## config.mk

```make
export PLATFORM = sky130hd
export DESIGN_NAME = blzd_ctrl
export DESIGN_NICKNAME = d
export VERILOG_FILES = /design/src/design/blzd_pkg.sv /design/src/design/blzd_ctrl.sv
export SDC_FILE = /design/constraint.sdc
export NUM_CORES = 1
export LEC_CHECK = 0
export ABC_AREA = 1
export BUFFER_PORTS_ARGS = -buffer_cell sky130_fd_sc_hd__buf_2
export CORE_AREA = 2 2 39 41
export DETAILED_ROUTE_END_ITERATION = 8
export DIE_AREA = 0 0 41 43
export SLEW_MARGIN = 30
export SYNTH_ARGS = -nofsm -noshare
export SYNTH_HDL_FRONTEND = slang
export SYNTH_SLANG_ARGS = --single-unit
```

## constraint.sdc

```tcl
create_clock -name clk -period 2.27 [get_ports clk]
set_input_delay 0.454 -clock clk [delete_from_list [all_inputs] [get_ports clk]]
set_output_delay 0.454 -clock clk [all_outputs]
set_load 0.05 [all_outputs]
```

## src/design/blzd_pkg.sv

```systemverilog
// ----------------------------------------------------------------------------
// blzd_pkg
// Shared constants and controller/datapath handshake types for the backward
// LZ decompressor.
// ----------------------------------------------------------------------------
package blzd_pkg;

    // default history depth, in bytes
    localparam int unsigned HistoryDepthDefault = 8192;

    // token format
    localparam logic [3:0] FlagsPerByte = 4'd8;
    localparam int unsigned LenBias  = 3;
    localparam int unsigned DispBias = 2;  // distance bias of 3, minus the step to the new byte
    localparam int unsigned CountW   = 5;  // longest copy is 15 + 3 bytes
    localparam int unsigned DispW    = 12;

    // controller states
    typedef enum logic [1:0] {
        ST_IDLE = 2'b01,
        ST_COPY = 2'b10
    } state_t;

    // controller to datapath
    typedef struct packed {
        logic take_item;  // input item accepted this cycle
        logic copy_step;  // move one copied byte into the output register
    } cmd_t;

    // datapath to controller
    typedef struct packed {
        logic ref_low;    // next input byte is the low half of a reference
        logic out_free;   // output register can take a result this cycle
        logic copy_last;  // one copied byte left
    } status_t;

endpackage

```

## src/design/blzd_ctrl.sv

```systemverilog
// ----------------------------------------------------------------------------
// blzd_ctrl
// Controller: gates input acceptance and sequences reference copies.
// ----------------------------------------------------------------------------
module blzd_ctrl (
    input  logic              clk,
    input  logic              rst_n,
    input  logic              s_tvalid,
    output logic              s_tready,
    input  blzd_pkg::status_t status,
    output blzd_pkg::cmd_t    cmd
);
    import blzd_pkg::*;

    state_t state_reg;
    state_t state_next;

    // next state and commands
    always_comb
    begin
        state_next    = state_reg;
        s_tready      = 1'b0;
        cmd.take_item = 1'b0;
        cmd.copy_step = 1'b0;
        case (state_reg)
            ST_IDLE:
            begin
                s_tready      = status.out_free;
                cmd.take_item = s_tvalid && status.out_free;
                if (cmd.take_item && status.ref_low)
                begin
                    state_next = ST_COPY;
                end
            end
            ST_COPY:
            begin
                cmd.copy_step = status.out_free;
                if (status.out_free && status.copy_last)
                begin
                    state_next = ST_IDLE;
                end
            end
            default:
            begin
                state_next = ST_IDLE;
            end
        endcase
    end

    // state register
    always_ff @(posedge clk or negedge rst_n)
    begin
        if (!rst_n)
        begin
            state_reg <= ST_IDLE;
        end
        else
        begin
            state_reg <= state_next;
        end
    end

endmodule

```

==> results.md, run 1 <==
* Non-Filler Instances at 48
* Cell leakage power at 0.123 nW
* Crit path arrival time at 1.20 ns
* Worst Reg-to-Reg Cells at 3
* Final Skew at 0.00687 ns
* Rows at 14
* Fin Setup TNS at 0 ns
* Slew Viols, Final at 0
* RSZ-0062 raised after global routing: false
* CP endpoint kind: output pin
* Largest net degree at the start of global routing at 5
* Worst hold margin at slightly above 0.5 ns
* IO Count at 9
* CP Capture Point: s_tready
* Post-route ant nets at 0
* Max Freq at 606 MHz
* Detailed-placement wirelength estimate at 247 µm
* Total GRT Usage at 0.0573
* Final period utilization at 0.727
* DRC violations left at 0
* Tmin final at 1.65 ns
* Core Box Area at between 1000 and 1500 µm²
* Post-CTS Resized at 0
* Final #Nets at 39
* Gate power share at 0.176
* Crit Reg-Reg Endpoint: state_reg[0]
* FILL cells at 169
* Wire per inst at 6.42 µm
* Max Cap Viol at 0
* TritonCTS clock tree: built
* Seq/Total Area, Yosys at 0.423
* Largest register FFs at 2
* Slew @ Worst Pin at 0.252 ns
* Root buffer cell: clkbuf_4
* CTS Buf Count at 3
* Share of cells above drive strength 1 at 0.406
* Seq cells post-synth at 2
* Worst R2R Start: state_reg[0]
* Die span in y at between 40 and 50 µm
* Max rail drop VDD at 0.0963 mV
* TritonRoute pass-1 iters at 1
* Syn nets at 25
* GR Overflow Total at 0
* Slew HR at 0.833
* P_sw at 0.0422 mW
* Final Hold Fails at 0
* Sequential power share at 0.253
* Inst Count DP at 43
* Critical Path Fanout Max at 4
* Yosys cell types at 9
* Final Util at 0.157
* DRT Wirelength at approximately 300 µm
* Antenna diode count at 0
* Final Setup Violations at 0
* Vias in the first global route at 151
* Post-synthesis average cell area at 6.39 µm²
* Synth Instances at 19
* Area grow syn2layout at 79.4%
* Setup crit start kind: register
* Placed Area at 181 µm²
* Gpl congestion at between 0.5 and 0.6
* Internal power at 0.113 mW
* Port buffer count at 8
* Required @ worst endpoint at ~1.8 ns
* Clock latency on the worst-skew pair at ~0.23 ns
* Initial antenna violation count at 0
* Vias per cell at about 3.1
* Outcome: finished, final reports clean
* First-pass GRT wire length at 531 µm
* Die ar. at 1760 µm²
* Design area at between 200 and 250 µm²
* Origin of the worst setup path: state_reg[0]
* Power Density at around 710 nW/µm²
* Starting Density at 0.0877
* Critical path type: register to output pin
* CTS sink cnt at 2
* Type of the tightest min-delay check: input pin to register
* Routed via count at 150
* Worst-case clock buffer depth at 2
* Reg clk slew, reported paths at 0.03 ns
* Die X at slightly above 40 µm
* Mapped Area at 121 µm²
* Clock H-tree levels at 1
* Sw Share at 0.273
* Clock Power Share at 0.571
* Synth warn at 0
* Drt first-iter violations at 0
* Flop2flop setup slack at 1.42 ns
## what timing repair did
action	CTS	global route
setup buffers	0	0
hold endpoints to repair	1	0
hold buffers	1	0
## synthesized netlist by cell type (all sizes together)
cell type  count  area [µm²]
nand3          2        10.0
inv            3        11.3
nand2          4        15.0
clkinv         1        3.75
nor2           6        25.0
o21ai          1        5.00
dfrtp          1        25.0
dfstp          1        26.3
## through the flow
step,power (mW),setup WS (ns)
2_1_floorplan,0.0567,0.570
3_3_place_gp,0.0657,0.827
3_5_place_dp,0.0658,0.824
4_1_cts,0.162,0.599
5_1_grt,0.169,0.537
6_report,0.155,0.621
## layout make-up
type / count / area, µm² / share of cell area
Multi-Input combinational cell: 13 / 55.1 / 0.253
Clock buffer: 4 / 26.3 / 0.121
Timing Repair Buffer: 9 / 50.0 / 0.230
Inverter: 4 / 15.0 / 0.0690
Sequential cell: 2 / 51.3 / 0.236
Tap cell: 16 / 20.0 / 0.0920
## metal layers
layer  vias to the layer above  global-route usage  routed length, µm
met2                         5              0.0625                146
li1                         82                   -                  -
met4                         0               0.120                 27
met1                        61              0.0419                123
met5                         -                   0                  0
met3                         2              0.0314                 10
## worst min-delay path by stage
stage	to	start	cells after the start	slack (ns)
after floorplan	state_reg[1]	rst_n	0	0.16
after global placement	state_reg[1]	rst_n	1	0.24
after detailed placement	state_reg[1]	rst_n	1	0.24
after CTS	state_reg[1]	status[2]	3	0.51
after global routing	state_reg[1]	status[2]	3	0.54
final	state_reg[1]	status[2]	3	0.51
## placed cells by master (no fill, tap or decap)
master,n
buf_2,8
clkbuf_1,1
clkbuf_4,3
clkinv_1,1
dfrtp_1,1
dfstp_2,1
dlygate4sd3_1,1
inv_1,3
nand2_1,4
nand3_1,2
nor2_1,5
nor2_2,1
o21ai_1,1
## logic make-up after synthesis
kind of cell | after synthesis | synth area share
buffers and inverters | 4 | 0.124
DFF | 2 | 0.423
and+or+nand+nor | 12 | 0.412
AOI/OAI and AO/OA | 1 | 0.0412
## power by group through the flow
stage                     Clock (mW)  Combinational [mW]  Sequential [mW]
after floorplan                    0              0.0173           0.0395
after global placement             0              0.0261           0.0396
after detailed placement           0              0.0262           0.0396
after CTS                     0.0953              0.0276           0.0392
after global routing          0.0994              0.0302           0.0396
final                         0.0883              0.0272           0.0392
## critical path, stage by stage, from the launching register on
cell     delay [ns]
dfstp_2        0.51
nand2_1        0.09
nor2_1         0.10
buf_2          0.27
No activity file was read; power rests on OpenSTA's default activity.
==> inputs of run 2 (changes only) <==
- clock period: 2.27 -> 1.5 ns (I/O delays scaled with it)
==> run 2 against run 1 <==
- worst setup slack got worse by 0.56 ns
- register-to-register slack got worse by 0.78 ns
- first-iteration DRC count unchanged
- hold slack got worse by 0.15 ns
- count of clock-buffer cells in the layout unchanged
- cell area increased by 5.7%
- utilization increased by 0.90 points
- combinational power increased by 72%
==> results.md, run 2 (same netlist as run 1, synthesis figures left out) <==
* Die span in y at 43 µm (unchanged)
* Die X at 41 µm (unchanged)
* IO Count at 9 (unchanged)
* Most common cell after layout, fill and taps aside: buf_2
* Detailed-placement wirelength estimate at 232 µm (-6.0%)
* Final Setup Violations at 0 (unchanged)
* Flop2flop setup slack at 0.64 ns (-0.78 ns)
* Core Box Area at 1380 µm² (unchanged)
* Crit path arrival time at 1.14 ns (-0.06 ns)
* Final #Nets at 39 (unchanged)
* Post-route ant nets at 0 (unchanged)
* Origin of the worst setup path: state_reg[0]
* Max Freq at 695 MHz
* Largest net degree at the start of global routing at 5 (unchanged)
* CTS sink cnt at 2 (unchanged)
* Port buffer count at 8 (unchanged)
* CP cell instances: nand2_1 -> nor2_1 -> buf_6
* Clock latency on the worst-skew pair at 0.23 ns (about the same)
* Rows at 14 (unchanged)
* Setup crit start kind: register
* Crit Reg-Reg Endpoint: state_reg[0]
* Worst Reg-to-Reg Cells at 3 (unchanged)
* TritonRoute pass-1 iters at 1 (unchanged)
* Final Util at 0.166 (+0.00904)
* Clock H-tree levels at 1 (unchanged)
* Routed via count at 150 (unchanged)
* Area grow syn2layout at 89.7%
* Drt first-iter violations at 0 (unchanged)
* Max Cap Viol at 0 (unchanged)
* Type of the tightest min-delay check: input pin to register
* Antenna diode count at 0 (unchanged)
* Post-CTS Setup Bufs at 0 (unchanged)
* Final Skew at 0.00684 ns (-0.0000265 ns)
* RSZ-0062 raised after global routing: true
* Final period utilization at 0.959
* Slew HR at 0.837 (+0.00317)
* Starting Density at 0.0877 (unchanged)
* DRT Wirelength at 309 µm (+0.32%)
* Slew @ Worst Pin at 0.247 ns (-0.00478 ns)
* Gpl congestion at 0.558 (-2.7%)
* DRC violations left at 0 (unchanged)
* Critical Path Fanout Max at 4 (unchanged)
* Cell leakage power at 0.126 nW (+2.4%)
* Tmin final at around 1.4 ns
* Final Hold Fails at 0 (unchanged)
* Reg clk slew, reported paths at 0.04 ns (about the same)
* Wire per inst at 6.44 µm (+0.32%)
* Vias per cell at 3.13 (unchanged)
* Max stage delay on crit path at 0.51 ns (about the same)
* CP Capture Point: cmd[1]
* CTS Buf Count at 3 (unchanged)
* CP max stage cell: dfstp_2
* Root buffer cell: clkbuf_4
* First-pass GRT wire length at 510 µm (-4.0%)
* Worst-case clock buffer depth at 2 (unchanged)
* GR Overflow Total at 0 (unchanged)
* Total GRT Usage at 0.0583 (+0.00101)
* Vias in the first global route at 156 (+3.3%)
* Power Density at 1060 nW/µm² (+49%)
* Most frequent cells in the layout: 6 x buf_2, 5 x nor2_1, 4 x nand2_1
* Critical path type: register to output pin
* Largest register FFs at 2 (unchanged)
* Share of cells above drive strength 1 at 0.406 (unchanged)
* Max rail drop VDD at 0.145 mV (+51%)
* Worst R2R Start: state_reg[0]
* Initial antenna violation count at 0 (unchanged)
* Die ar. at 1760 µm² (unchanged)
* CP endpoint kind: output pin
* Fin Setup TNS at 0 ns (unchanged)
* Required @ worst endpoint at 1.20 ns (-0.62 ns)
* TritonCTS clock tree: built
* Slew Viols, Final at 0 (unchanged)
* Outcome: finished, final reports clean
run 2: worst min-delay path by stage:
stage | from | endpoint | slack [ns] | cells past startpoint
after floorplan | rst_n | state_reg[1] | 0.004 | 0
after global placement | rst_n | state_reg[1] | 0.08 | 1
after detailed placement | rst_n | state_reg[1] | 0.09 | 1
after CTS | status[0] | state_reg[1] | 0.36 | 4
after global routing | status[2] | state_reg[1] | 0.38 | 3
final | status[2] | state_reg[1] | 0.36 | 3
run 2: timing repair:
action / in CTS / in global routing
endpoints found under the hold margin: 1 / 0
resized for setup: 1 / 4
hold buffers: 1 / 0
setup endpoints to repair: 1 / 2
run 2: layout make-up:
type | instances | area (µm²)
Clock buffer | 4 | 26.3
Fill cell | 161 | 1150
Inverter | 4 | 15.0
Multi-Input combinational cell | 13 | 55.1
Sequential cell | 2 | 51.3
Tap cell | 16 | 20.0
Timing Repair Buffer | 9 | 62.6
run 2: through the flow:
stage	std cells	setup slack, ns	cell area (µm²)	total power, mW	hold slack, ns
after floorplan	19	-0.0463	121	0.0859	0.00441
after global placement	43	0.238	181	0.0990	0.0846
after detailed placement	43	0.244	181	0.0996	0.0862
after CTS	48	0.000658	220	0.248	0.362
after global routing	48	-0.00294	230	0.263	0.384
final	48	0.0620	230	0.243	0.362
run 2: report_power, final:
group | internal [mW] | switching, mW | total, mW | leakage [nW]
logic | 0.0181 | 0.0287 | 0.0468 | 0.0872
clock network | 0.0993 | 0.0379 | 0.137 | 0.0150
registers | 0.0579 | 0.00148 | 0.0594 | 0.0241
run 2: worst max-delay path, delay by kind of cell, from the launching register on:
kind,cells,cell delay [ns]
flip-flops,1,0.51
buffers and inverters,1,0.17
AND/OR/NAND/NOR,2,0.22
run 2: per-layer routing:
layer	vias up	GRT usage	part of all wire	wire [µm]
met5	-	0	0	0
met4	0	0.140	0	0
met3	0	0.0314	0.032	10
met2	3	0.0688	0.63	196
met1	65	0.0290	0.33	102
li1	82	-	-	-
